### src/hdl/cslru_pkg.sv
// ----------------------------------------------------------------------------
// cslru_pkg: shared types and constants for the client slot LRU scheduler
// Request and result beat layouts, request codes and status codes.
// ----------------------------------------------------------------------------
package cslru_pkg;

    localparam int MAX_CLIENTS_DEF = 16;

    localparam logic [1:0] REQ_ADD    = 2'd0;
    localparam logic [1:0] REQ_REMOVE = 2'd1;
    localparam logic [1:0] REQ_GRANT  = 2'd2;
    localparam logic [1:0] REQ_FIND   = 2'd3;

    localparam logic [1:0] ST_OK      = 2'd0;
    localparam logic [1:0] ST_FULL    = 2'd1;
    localparam logic [1:0] ST_NONE    = 2'd2;
    localparam logic [1:0] ST_BAD     = 2'd3;

    typedef struct packed {
        logic [1:0]  req_type;
        logic [3:0]  slot_index;
        logic [15:0] eligible_mask;
        logic [31:0] lookup_id;
    } t_req;

    typedef struct packed {
        logic [1:0]  status;
        logic [3:0]  slot_out;
        logic [31:0] uid_out;
        logic [4:0]  client_count;
    } t_res;

endpackage

### src/hdl/client_slot_lru_scheduler_core.sv
// ----------------------------------------------------------------------------
// client_slot_lru_scheduler_core: least-recently-served client slot arbiter
// Compact client slot table plus a service order list, both held in RAM.
// ----------------------------------------------------------------------------
// Usage:
//   Request channel: drive i_req and raise start; the beat is taken on a
//   clock edge where start is high and busy is low. busy stays high while a
//   request walks the tables.
//   Result channel: o_res is valid for exactly one cycle while o_strobe is
//   high. The receiver cannot stall; it must take the beat in that cycle.
//   Every request yields exactly one result beat.
//   Steps per request (n = slots in use):
//     add, remove of a bad slot, grant or find on an empty table: answered from idle.
//     find: one slot id read per cycle until hit, overshoot or table end.
//     grant: scan up to n entries, then shift the tail of the order list
//       down one entry per cycle and write the winner last, or answer none
//       when no slot is eligible.
//     remove (slot k): move the ids above k down one slot, then pass once
//       over the order list, dropping k and renumbering the slots above it.
//   A new request is taken in the cycle the previous result is strobed.
//   Reset clears the slot count to zero and the id seed to one; the RAMs
//   are not cleared, only entries below the count are ever read.
// ----------------------------------------------------------------------------
module client_slot_lru_scheduler_core #(
    parameter int MAX_CLIENTS = cslru_pkg::MAX_CLIENTS_DEF
) (
    input  logic            i_clk,
    input  logic            i_rst_n,
    input  logic            start,
    output logic            busy,
    input  cslru_pkg::t_req i_req,
    output logic            o_strobe,
    output cslru_pkg::t_res o_res
);

    localparam int SlotW = $clog2(MAX_CLIENTS);
    localparam int CntW  = $clog2(MAX_CLIENTS + 1);

    // one-hot sequencer states
    typedef enum logic [7:0] {
        S_IDLE = 8'b0000_0001,  // wait for a request
        S_FIND = 8'b0000_0010,  // scan slot ids in slot order
        S_RMG  = 8'b0000_0100,  // capture id of the removed slot
        S_RMU  = 8'b0000_1000,  // close the gap in the id table
        S_RMO  = 8'b0001_0000,  // compact and renumber the order list
        S_GSC  = 8'b0010_0000,  // scan order list for first eligible slot
        S_GSH  = 8'b0100_0000,  // shift order entries behind the winner
        S_GTL  = 8'b1000_0000   // put the winner at the tail
    } t_state;

    t_state          r_state, n_state;
    logic [CntW-1:0] r_cnt, n_cnt;
    logic [31:0]     r_next_uid, n_next_uid;
    cslru_pkg::t_req r_req, n_req;
    logic [SlotW-1:0] r_idx, n_idx;
    logic [SlotW-1:0] r_w, n_w;
    logic            r_found, n_found;
    logic [SlotW-1:0] r_tmp, n_tmp;
    logic [31:0]     r_gone, n_gone;
    cslru_pkg::t_res r_res, n_res;
    logic            r_strobe, n_strobe;

    // RAM ports
    logic             uid_we;
    logic [SlotW-1:0] uid_waddr, uid_raddr;
    logic [31:0]      uid_wdata, uid_rdata;
    logic             ord_we;
    logic [SlotW-1:0] ord_waddr, ord_raddr;
    logic [SlotW-1:0] ord_wdata, ord_rdata;

    // scan helpers
    logic             last;
    logic [SlotW-1:0] idx_inc;
    logic [SlotW-1:0] rm_slot;
    logic [31:0]      ord_ext;
    logic             elig;

    function automatic cslru_pkg::t_res mk_res(input logic [1:0]  st,
                                              input logic [3:0]  slot,
                                              input logic [31:0] uid,
                                              input logic [4:0]  cnt);
        cslru_pkg::t_res res;
        res.status       = st;
        res.slot_out     = slot;
        res.uid_out      = uid;
        res.client_count = cnt;
        return res;
    endfunction

    cslru_ram #(
        .WIDTH (32),
        .DEPTH (MAX_CLIENTS)
    ) u_uid_ram (
        .i_clk   (i_clk),
        .i_we    (uid_we),
        .i_waddr (uid_waddr),
        .i_wdata (uid_wdata),
        .i_raddr (uid_raddr),
        .o_rdata (uid_rdata)
    );

    cslru_ram #(
        .WIDTH (SlotW),
        .DEPTH (MAX_CLIENTS)
    ) u_ord_ram (
        .i_clk   (i_clk),
        .i_we    (ord_we),
        .i_waddr (ord_waddr),
        .i_wdata (ord_wdata),
        .i_raddr (ord_raddr),
        .o_rdata (ord_rdata)
    );

    assign busy     = (r_state != S_IDLE);
    assign o_strobe = r_strobe;
    assign o_res    = r_res;

    // the entry on the read port is the last one in use
    assign last    = ((CntW'(r_idx) + CntW'(1)) >= r_cnt);
    assign idx_inc = r_idx + SlotW'(1);
    assign rm_slot = SlotW'(r_req.slot_index);
    assign ord_ext = 32'(ord_rdata);
    // slots numbered 16 or more never see a mask bit
    assign elig    = (ord_ext < 32'd16) && r_req.eligible_mask[ord_ext[3:0]];

    always_comb begin
        n_state    = r_state;
        n_cnt      = r_cnt;
        n_next_uid = r_next_uid;
        n_req      = r_req;
        n_idx      = r_idx;
        n_w        = r_w;
        n_found    = r_found;
        n_tmp      = r_tmp;
        n_gone     = r_gone;
        n_res      = r_res;
        n_strobe   = 1'b0;

        uid_we    = 1'b0;
        uid_waddr = r_idx;
        uid_wdata = uid_rdata;
        uid_raddr = idx_inc;
        ord_we    = 1'b0;
        ord_waddr = r_w;
        ord_wdata = ord_rdata;
        ord_raddr = idx_inc;

        unique case (r_state)
            S_IDLE: begin
                if (start) begin
                    n_req = i_req;
                    case (i_req.req_type)
                        cslru_pkg::REQ_ADD: begin
                            if (r_cnt >= CntW'(MAX_CLIENTS)) begin
                                n_res = mk_res(cslru_pkg::ST_FULL, 4'd0, 32'd0,
                                               5'(r_cnt));
                            end else begin
                                // append at the table end and the order tail
                                uid_we     = 1'b1;
                                uid_waddr  = SlotW'(r_cnt);
                                uid_wdata  = r_next_uid;
                                ord_we     = 1'b1;
                                ord_waddr  = SlotW'(r_cnt);
                                ord_wdata  = SlotW'(r_cnt);
                                n_cnt      = r_cnt + CntW'(1);
                                n_next_uid = (r_next_uid == 32'hFFFF_FFFF) ? 32'd1
                                                                           : r_next_uid + 32'd1;
                                n_res = mk_res(cslru_pkg::ST_OK, 4'(r_cnt), r_next_uid,
                                               5'(r_cnt + CntW'(1)));
                            end
                            n_strobe = 1'b1;
                        end
                        cslru_pkg::REQ_REMOVE: begin
                            if (32'(i_req.slot_index) >= 32'(r_cnt)) begin
                                n_res    = mk_res(cslru_pkg::ST_BAD, 4'd0, 32'd0,
                                                  5'(r_cnt));
                                n_strobe = 1'b1;
                            end else begin
                                uid_raddr = SlotW'(i_req.slot_index);
                                n_idx     = SlotW'(i_req.slot_index);
                                n_state   = S_RMG;
                            end
                        end
                        cslru_pkg::REQ_GRANT: begin
                            if (r_cnt == '0) begin
                                n_res    = mk_res(cslru_pkg::ST_NONE, 4'd0, 32'd0, 5'd0);
                                n_strobe = 1'b1;
                            end else begin
                                ord_raddr = '0;
                                n_idx     = '0;
                                n_state   = S_GSC;
                            end
                        end
                        default: begin
                            if (r_cnt == '0) begin
                                n_res    = mk_res(cslru_pkg::ST_NONE, 4'd0, 32'd0, 5'd0);
                                n_strobe = 1'b1;
                            end else begin
                                uid_raddr = '0;
                                n_idx     = '0;
                                n_state   = S_FIND;
                            end
                        end
                    endcase
                end
            end

            S_FIND: begin
                // hit, overshoot of an ordered id, or end of table
                if (uid_rdata == r_req.lookup_id) begin
                    n_res    = mk_res(cslru_pkg::ST_OK, 4'(r_idx), r_req.lookup_id,
                                      5'(r_cnt));
                    n_strobe = 1'b1;
                    n_state  = S_IDLE;
                end else if (uid_rdata > r_req.lookup_id || last) begin
                    n_res    = mk_res(cslru_pkg::ST_NONE, 4'd0, 32'd0, 5'(r_cnt));
                    n_strobe = 1'b1;
                    n_state  = S_IDLE;
                end else begin
                    n_idx = idx_inc;
                end
            end

            S_RMG: begin
                n_gone = uid_rdata;
                if (last) begin
                    ord_raddr = '0;
                    n_idx     = '0;
                    n_w       = '0;
                    n_found   = 1'b0;
                    n_state   = S_RMO;
                end else begin
                    n_idx   = idx_inc;
                    n_state = S_RMU;
                end
            end

            S_RMU: begin
                // move each id one slot down
                uid_we    = 1'b1;
                uid_waddr = r_idx - SlotW'(1);
                uid_wdata = uid_rdata;
                if (last) begin
                    ord_raddr = '0;
                    n_idx     = '0;
                    n_w       = '0;
                    n_found   = 1'b0;
                    n_state   = S_RMO;
                end else begin
                    n_idx = idx_inc;
                end
            end

            S_RMO: begin
                // drop the removed slot, renumber the ones above it
                if (!r_found && ord_rdata == rm_slot) begin
                    n_found = 1'b1;
                end else if ((CntW'(r_w) + CntW'(1)) < r_cnt) begin
                    ord_we    = 1'b1;
                    ord_waddr = r_w;
                    ord_wdata = (ord_rdata > rm_slot) ? ord_rdata - SlotW'(1) : ord_rdata;
                    n_w       = r_w + SlotW'(1);
                end
                if (last) begin
                    n_cnt    = r_cnt - CntW'(1);
                    n_res    = mk_res(cslru_pkg::ST_OK, r_req.slot_index, r_gone,
                                      5'(r_cnt - CntW'(1)));
                    n_strobe = 1'b1;
                    n_state  = S_IDLE;
                end else begin
                    n_idx = idx_inc;
                end
            end

            S_GSC: begin
                if (elig) begin
                    // fetch the winner's id while the order list shifts
                    n_tmp     = ord_rdata;
                    uid_raddr = ord_rdata;
                    if (last) begin
                        n_state = S_GTL;
                    end else begin
                        n_idx   = idx_inc;
                        n_state = S_GSH;
                    end
                end else if (last) begin
                    n_res    = mk_res(cslru_pkg::ST_NONE, 4'd0, 32'd0, 5'(r_cnt));
                    n_strobe = 1'b1;
                    n_state  = S_IDLE;
                end else begin
                    n_idx = idx_inc;
                end
            end

            S_GSH: begin
                uid_raddr = r_tmp;
                ord_we    = 1'b1;
                ord_waddr = r_idx - SlotW'(1);
                ord_wdata = ord_rdata;
                if (last) begin
                    n_state = S_GTL;
                end else begin
                    n_idx = idx_inc;
                end
            end

            S_GTL: begin
                uid_raddr = r_tmp;
                ord_we    = 1'b1;
                ord_waddr = SlotW'(r_cnt - CntW'(1));
                ord_wdata = r_tmp;
                n_res     = mk_res(cslru_pkg::ST_OK, 4'(r_tmp), uid_rdata, 5'(r_cnt));
                n_strobe  = 1'b1;
                n_state   = S_IDLE;
            end

            default: begin
                n_state = S_IDLE;
            end
        endcase
    end

    // control state
    always_ff @(posedge i_clk) begin
        if (!i_rst_n) begin
            r_state    <= S_IDLE;
            r_cnt      <= '0;
            r_next_uid <= 32'd1;
            r_strobe   <= 1'b0;
        end else begin
            r_state    <= n_state;
            r_cnt      <= n_cnt;
            r_next_uid <= n_next_uid;
            r_strobe   <= n_strobe;
        end
    end

    // payload and scan registers
    always_ff @(posedge i_clk) begin
        r_req   <= n_req;
        r_idx   <= n_idx;
        r_w     <= n_w;
        r_found <= n_found;
        r_tmp   <= n_tmp;
        r_gone  <= n_gone;
        r_res   <= n_res;
    end

endmodule

### src/hdl/cslru_ram.sv
// ----------------------------------------------------------------------------
// cslru_ram: simple dual-port synchronous RAM
// One write port, one read port, read data registered.
// ----------------------------------------------------------------------------
module cslru_ram #(
    parameter int WIDTH = 32,
    parameter int DEPTH = cslru_pkg::MAX_CLIENTS_DEF
) (
    input  logic                     i_clk,
    input  logic                     i_we,
    input  logic [$clog2(DEPTH)-1:0] i_waddr,
    input  logic [WIDTH-1:0]         i_wdata,
    input  logic [$clog2(DEPTH)-1:0] i_raddr,
    output logic [WIDTH-1:0]         o_rdata
);

    logic [WIDTH-1:0] r_mem [DEPTH];
    logic [WIDTH-1:0] r_rdata;

    always_ff @(posedge i_clk) begin
        if (i_we) begin
            r_mem[i_waddr] <= i_wdata;
        end
        r_rdata <= r_mem[i_raddr];
    end

    assign o_rdata = r_rdata;

endmodule
### config.mk
export PLATFORM = sky130hd
export DESIGN_NAME = client_slot_lru_scheduler_core
export DESIGN_NICKNAME = d
export VERILOG_FILES = /design/src/hdl/cslru_pkg.sv /design/src/hdl/client_slot_lru_scheduler_core.sv /design/src/hdl/cslru_ram.sv
export SDC_FILE = /design/constraint.sdc
export NUM_CORES = 1
export LEC_CHECK = 0
export ABC_AREA = 1
export BUFFER_PORTS_ARGS = -buffer_cell sky130_fd_sc_hd__buf_4
export CORE_MARGIN = 4
export CORE_UTILIZATION = 50
export DETAILED_ROUTE_END_ITERATION = 10
export PLACE_DENSITY = 0.69
export SLEW_MARGIN = 20
export SYNTH_ARGS = -nofsm -noshare
export SYNTH_HDL_FRONTEND = slang
export SYNTH_HIERARCHICAL = 1
export SYNTH_SLANG_ARGS = --single-unit
### constraint.sdc
create_clock -name i_clk -period 5.05 [get_ports i_clk]
set_clock_uncertainty 0.05 [all_clocks]
set_input_delay 0.505 -clock i_clk [delete_from_list [all_inputs] [get_ports i_clk]]
set_output_delay 0.505 -clock i_clk [all_outputs]
set_load 0.005 [all_outputs]
==> results.md, run 1 <==
Yosys:
- The netlist uses 56 different library cells.
- The number of warnings issued by yosys is 6.
- Of all flip-flops after synthesis, the portion carrying an async set or reset was 0.
- Averaged over all synthesized cells, the footprint is slightly below 10 um^2.
- The portion of the post-synthesis area used by sequential elements is 0.629.
- The number of cells produced by synthesis is between 3000 and 4000.
- The number of synthesized flops with an enable pin is 716.
- The most instantiated flip-flop cell in the synthesis netlist is edfxtp_1.
- The netlist area before placement is between 30000 and 40000 um^2.
- The synthesized netlist net count is just under 4000.
- The count of state elements after synthesis is between 700 and 800.

GRT:
- Entering global routing, the biggest net connects ~130 pins.
- Summed over all layers, the global routing overflow is 0.
- The number of antenna violations at the first check in global routing is 2.
- The global-route wire length before repair is 150000 um.
- For this run, the total global-route usage over all layers was measured as 0.249.
- The via count of the first global-routing pass is approximately 25000.

Clock tree:
- The total CTS buffers is 81.
- The clock passes through at most 3 buffers.
- The clock latency at the later pin of the worst-skew pair is ~640 ps.
- After clock tree synthesis, the clock-pin slew on the worst setup and hold paths is 60 ps.
- Gates resized during post-CTS repair numbered 0.
- Clock tree synthesis selected as its root buffer the cell clkbuf_16.
- The TritonCTS sink count is roughly 800.
- TritonCTS built the clock tree.
- Buffers inserted to repair hold after CTS numbered 50.
- Buffers added to address setup during post-CTS repair amount to 0.
- The H-tree generated during clock tree synthesis spans 3 levels.

Routing:
- Using the TritonRoute via totals, the vias-per-cell ratio works out to 5.42.
- In the final routed layout, each cell accounts on average for 20.2 um.
- The post-route antenna net violation count is 0.
- The final layout contains routed wiring with a total length of between 90000 and 100000 um.
- The pre-antenna-repair detailed-routing pass consisted of 6 iterations.
- In this run, the number of DRC markers left after iteration 0 of detailed routing was about 3200.
- The number of remaining DRC errors is 0.
- Across all layers, the routed design uses roughly 27000 vias.

STA:
- Setup repair after global routing left no endpoint under its margin.
- Dividing the final minimum period by the clock period gives 0.841.
- Based on the critical path, the design can be clocked at up to 236 MHz.
- The final hold violation count is 0.
- The final period demand of the worst path is between 4000 and 5000 ps.
- The worst pin sits at a relative slew slack of 0.345.
- Setup violations remaining at the end of the flow were counted as 0.
- The setup total negative slack is 0 ps.
- The count of final max-slew check failures is 0.
- The transition time at the pin with the least slew margin is slightly below 1000 ps.

Place:
- The weighted congestion at the end of routability-driven global placement is 0.938.
- The number of buffers inserted by port buffering is roughly 100.
- Once detailed placement completed, the half-perimeter wirelength came to between 60000 and 70000 um.

Min path:
- The min-delay analysis places its worst path in the category input pin to flop.

Floorplanning:
- The area of the core is ~73000 um^2.
- Pin placement for this block handled just over 100 I/O pins.
- The floorplan has between 90 and 100 rows.
- The die covers 77900 um^2.
- Measured along the x axis, the die boundary spans between 200 and 300 um.
- For this configuration, the core starts out at a cell density of 0.504.
- The floorplan step set the die height to roughly 280 um.

Final layout:
- The number of nets in the layout is ~4000.
- The signed area change from the synthesized netlist to the final layout is 14.3%.
- The number of inserted filler cells in the final layout is 6028.
- The share of final-layout standard cells stronger than drive strength 1 is 0.0993.
- 0 antenna diodes ended up in the layout.
- At the end of the flow the core is filled with cells to 0.576.

Power:
- The worst-case IR drop observed on VDD is approximately 0.90 mV.
- In this run the power density over the cells is 616 nW/um^2.
- For this design the static power due to leakage is 0.0177 uW.

Job:
- The number of maximum-capacitance constraint violations is 0.

Critical path:
- Traced cell by cell, the critical path runs through inv_1 -> o21ai_0 -> nand3_1 -> nand3_1 -> nand2_1 -> nand2_1 -> inv_1 -> nand2_1 -> nand3_4 -> inv_6 -> buf_12 -> nand2_1 -> nand3_1 -> nand3_1 -> nand3_1 -> nand2_1.
- The worst path required time is roughly 5500 ps.
- The type of element capturing the critical path is a flop.
- The worst setup path is of the flop to flop kind.
- On the worst path, the slowest cell contributes a delay of around 650 ps.
- The cell type of the slowest stage on the worst timing path is dfxtp_1.
- The largest fanout on the critical path is 67.
- At the worst endpoint, the arrival time is ~4700 ps.
- The startpoint type of the worst setup path is a flop.

Run status:
- The run finished with clean final reports.
layer usage:
metal  share of wire  vias to the layer above  wire length [um]  track usage
met2            0.47                     1211             46300        0.402
li1                -                    12635                 -            -
met5               0                        -                 0            0
met1            0.41                    12583             40700        0.347
met3           0.086                      225              8570       0.0348
met4           0.037                        0              3630       0.0955
Yosys cell counts (all sizes together) (7+ instances only):
library cell / count / share of area
a21oi: 53 / 0.0072
a221oi: 7 / 0.0017
a31oi: 8 / 0.0014
buf: 122 / 0.023
clkbuf: 35 / 0.0036
dfxtp: 82 / 0.045
edfxtp: 716 / 0.58
ha: 64 / 0.022
inv: 610 / 0.063
nand2: 1119 / 0.11
nand3: 517 / 0.071
nand4: 48 / 0.0093
nor2: 153 / 0.018
nor3: 21 / 0.0036
o2111ai: 22 / 0.0052
o211ai: 7 / 0.0014
o21ai: 76 / 0.010
or2: 10 / 0.0017
xor2: 18 / 0.0043
final timing paths:
check                                          start              endpoint  slack (ps)  depth (start not counted)
worst max-delay path            u_ord_ram/o_rdata[0]  u_uid_ram/o_rdata[2]         800                         16
worst min-delay path                       i_req[30]             r_req[30]          30                          1
worst max register to register  u_ord_ram/o_rdata[0]  u_uid_ram/o_rdata[2]         800                         16
worst min register to register        r_next_uid[15]        r_next_uid[15]         440                          2
cells by family after synthesis:
| group | Yosys count | synth area share |
|---|---|---|
| mux | 1 | 0.000272 |
| fa+ha+maj | 64 | 0.0218 |
| flops | 798 | 0.629 |
| xor+xnor | 18 | 0.00429 |
| simple gates | 1886 | 0.222 |
| buf+inv | 767 | 0.0895 |
| compound gates | 200 | 0.0330 |
critical path: cells and delay by family, from the launching register on:
| family | cells | cell delay (ps) |
|---|---|---|
| and+or+nand+nor | 11 | 1610 |
| buffers and inverters | 4 | 1380 |
| DFF | 1 | 650 |
| AOI/OAI and AO/OA | 1 | 300 |
registers in the layout, summed over array words and instances (netlist names), 5 cells and up:
name,count
u_uid_ram/r_mem,512
u_ord_ram/r_mem,64
r_req,48
o_res,43
r_gone,32
r_next_uid,32
u_uid_ram/o_rdata,32
r_state,8
r_cnt,5
area by class of cell:
cell class | instances | area (um^2) | share of cell area
inverter | 610 | 2310 | 0.0549
multi-input combinational | 2169 | 10500 | 0.251
timing repair buffer | 230 | 2140 | 0.0509
sequential | 798 | 23100 | 0.551
clock buffer | 109 | 2230 | 0.0532
tap | 959 | 1200 | 0.0285
clock inverter | 40 | 465 | 0.0111
layout by cell type, fill, tap and decap left out, types with 5 or more instances in the layout:
master         count
clkinv_2          16
ha_1              64
a31oi_1            7
nand3_1          511
nand3_2            5
clkbuf_1          20
a221oi_1           7
o2111ai_1         18
bufinv_16          7
or2_2              9
nor3_1            17
xor2_1            18
nor2_4            21
nor2_2             7
edfxtp_1         716
clkbuf_16         83
clkbuf_8           6
dlygate4sd3_1     50
nand2_1         1114
nand4_1           44
inv_2             19
buf_4            157
nand3b_1           6
inv_1            586
clkinv_1           6
buf_12            23
o21ai_1            9
o21ai_0           67
a21oi_1           53
o211ai_1           7
dfxtp_1           82
nor2_1           124
stage by stage:
step	setup slack [ps]	area (um^2)	hold slack, ps	std cells	power [uW]
2_1_floorplan	891	36800	375	3734	16300
3_3_place_gp	985	38800	425	4716	19600
3_5_place_dp	950	38800	432	4716	19700
4_1_cts	901	42000	7.52	4915	25900
5_1_grt	428	42000	21.3	4915	27400
6_report	805	42000	33.3	4915	25900
power by group:
part / switching, uW / internal (uW) / total, uW
sequential: 597 / 8770 / 9370
combinational: 7350 / 3110 / 10500
clock: 2560 / 3500 / 6060
total: 10500 / 15400 / 25900
Power figures use the tool's default switching activity.
==> run 2: changes to the inputs <==
Clock period 5.05 ns to 3.55 ns, I/O delays scaled along.
==> run 2 against run 1 <==
Clock power rose by 41%. Power grew 45%. Fmax up 21%. Count of clock-buffer cells in the layout increased by 7. Global-route usage up 0.51 points. Critical endpoint is now u_uid_ram/o_rdata[20]. Largest cell class unchanged. Highest routed layer unchanged.
==> results.md, run 2 (synthesized netlist as in run 1, its figures left out) <==
Run status:
- The flow ran to the end, and the final reports show no timing, DRC or antenna violations.

Routing:
- The number of detailed-route iterations in the first pass is 5 (-1).
- The number of vias after detailed routing is 27333 (+2.5%).
- The post-route antenna net violation count is 0 (unchanged).
- The number of vias per cell was 5.48 (+1.1%).
- The first-iteration detailed-routing DRC count came to 3052 (-5.1%).
- The routed length per instance is 20.4 um (+1.1%).
- The number of remaining DRC errors is 0 (unchanged).
- The wire length reported by the detailed router is 102000 um (+2.6%).

Min path:
- The instance count along the most critical hold path came to 6 (+5).
- The worst hold path belongs to the class input pin to flop.

Final layout:
- The share of final-layout standard cells stronger than drive strength 1 is 0.112 (+0.0127).
- The number of nets in the layout is 4080 (+1.7%).
- Leaving out fill and tap cells, the most frequent cell in the layout is nand2_1.
- The final antenna diode count came to 0 (unchanged).
- The post-route non-filler standard cell count is 4984 (+1.4%).
- In the final layout, the registers with the most flip-flops are u_uid_ram/r_mem (512), u_ord_ram/r_mem (64), r_req (48).
- The signed area change from the synthesized netlist to the final layout is 16.1%.
- The register ranked first by flip-flop count is u_uid_ram/r_mem.
- The number of flip-flops in the largest register is 512 (unchanged).
- The post-layout utilization of the core came to 0.585 (+0.00900).
- In the layout the commonest cells are nand2_1 (1114), edfxtp_1 (716), inv_1 (586).

Power:
- The worst voltage drop across the vdd grid was 1.18 mV (+32%).
- The switching share of total power is 0.406 (about the same).
- The switching power is 15300 uW (+45%).
- The clock network fraction of total power is 0.227 (-0.007).
- The sequential power share was 0.352 (-0.010).
- The cell internal power dissipation is 22300 uW (+45%).
- The leakage power figure is 0.0181 uW (+2.1%).
- The portion of total power attributed to combinational logic came to 0.421 (+0.017).
- The total chip power was 37500 uW (+45%).
- The power per standard cell area came to 880 nW/um^2 (+43%).

Floorplanning:
- The height of the chip was 279 um (unchanged).
- The top-level port count was 102 (unchanged).
- The area of the core came to 73000 um^2 (unchanged).
- The initial core utilization was 0.504 (unchanged).
- The row count is 99 (unchanged).
- The die area is 77900 um^2 (unchanged).
- The die boundary width is 279 um (unchanged).

GRT:
- The via count of the first global-routing pass came to 25985 (+2.9%).
- The number of antenna violations at the first check in global routing was 3 (+1).
- The total grt overflow is 0 (unchanged).
- The global-route wire length before repair is 153000 um (+2.1%).
- The global-route usage over all layers came to 0.255 (+0.00512).
- The largest net degree at the start of global routing is 187 (+45%).

Critical path:
- The largest fanout on the critical path came to 128 (+91%).
- The launch point of the worst reg-to-reg path is r_cnt[2].
- The worst path required time came to 4020 ps (-1480 ps).
- The register-to-register setup slack came to 50 ps (-750 ps).
- The arrival time of data at the critical path endpoint is 3970 ps (-730 ps).
- The critical path is of the flop to flop type.
- The depth of the worst register-to-register path is 18 (+2).
- The type of element capturing the critical path is a flop.
- The critical path capture point is u_uid_ram/o_rdata[20].
- In this run the critical register-to-register path is captured at u_uid_ram/o_rdata[20].
- The beginning of the critical path is r_cnt[2].
- The worst setup path is launched from a flop.

Clock tree:
- The clock-pin transition on the worst setup and hold timing paths came to 60 ps (about the same).
- The clock latency at the later pin of the worst-skew pair came to 650 ps (about the same).
- The depth of the CTS H-tree is 3 (unchanged).
- The TritonCTS sink count came to 798 (unchanged).
- The TritonCTS clock tree is done.
- The maximum buffer depth of the clock tree is 3 (unchanged).
- The total CTS buffers is 84 (+3.7%).
- The root buffer cell is clkbuf_16.

STA:
- The headroom to the max-slew limit came to 0.260 (-0.0853).
- The smallest hold slack is 262 ps (+229 ps).
- The transition time at the pin with the least slew margin is 1110 ps (+131 ps).
- The count of final max-slew check failures is 0 (unchanged).
- The final period demand of the worst path is 3500 ps (-749 ps).
- The number of endpoints failing setup at the final stage is 0 (unchanged).
- The peak clock frequency supported by timing is 286 MHz (+21%).
- The final cycle utilization of the critical path is 0.985 (+0.144).
- The final hold violation count is 0 (unchanged).
- The minimum setup slack in the final design was 53.9 ps (-751 ps).

Place:
- The weighted congestion at the end of routability-driven global placement is 0.954 (+1.7%).
- The number of cells in the design after placement is 4776 (+1.3%).
- The pre-CTS setup slack is 144 ps (-807 ps).
- The number of buffers inserted by port buffering came to 101 (unchanged).
- The HPWL after detailed placement is 62800 um (+3.8%).

Job:
- The number of maximum-capacitance constraint violations was 0 (unchanged).
==> run 2: changes by cell type in the layout (fill, tap and decap cells not counted), moves of 4 or more <==
cell / delta
buf_12: +13
clkinv_2: -4
buf_4: +48
bufinv_16: -4
clkinv_1: +4
==> run 2: worst max-delay path, stage by stage, from the launching register on <==
cell and delay [ps]:
dfxtp_1 310, inv_1 200, ha_1 300, nand2_1 70
inv_1 30, o21ai_0 170, nand3_2 210, nand2_1 130
buf_4 140, nand2_1 50, nand2_1 60, o21ai_0 80
nand2_1 130, o2111ai_4 190, buf_12 230, nand3_1 310
nand3_1 110, nand3_1 120, nand2_1 80
==> run 2: power groups by stage <==
stage               registers (uW)  logic [uW]  clock network, uW
floorplan                    13100       10100                  0
global placement             13400       15100                  0
detailed placement           13400       15300                  0
CTS                          13200       15400               8630
global route                 13300       17300               9010
finish                       13200       15800               8520
==> run 2: what timing repair did <==
action                                 CTS  global route
gates resized for setup                  0             3
hold buffers                            53             0
endpoints found under the hold margin   60             0
setup buffers                            0             2
setup endpoints to repair                0            23
==> run 2: worst min path at each step <==
stage                         from             end  slack, ps
global placement    r_next_uid[15]  r_next_uid[15]        420
global route             i_req[52]      r_state[2]        270
finish                   i_req[52]      r_state[2]        260
CTS                      i_req[52]      r_state[2]        220
detailed placement  r_next_uid[15]  r_next_uid[15]        430
floorplan                  i_rst_n   r_next_uid[0]        370
==> run 2: cell type report <==
| type | instances | area, um^2 |
|---|---|---|
| tap | 959 | 1200 |
| fill | 5904 | 30300 |
| clock inverter | 36 | 333 |
| multi-input combinational | 2169 | 10500 |
| timing repair buffer | 296 | 2840 |
| inverter | 610 | 2310 |
| clock buffer | 116 | 2320 |
| sequential | 798 | 23100 |
==> run 2: routing by layer <==
layer  part of all wire  vias up  global-route usage
li1                   -    12771                   -
met1               0.41    12999               0.356
met2               0.46     1333               0.404
met3              0.089      230              0.0365
met4              0.038        0               0.104
met5                  0        -                   0
==> run 2: metrics by stage <==
step	setup TNS, ps	instance area (um^2)
detailed placement	0	39400
floorplan	-54810	36800
finish	0	42700
global placement	0	39400
global route	-8.29	42700
CTS	0	42600
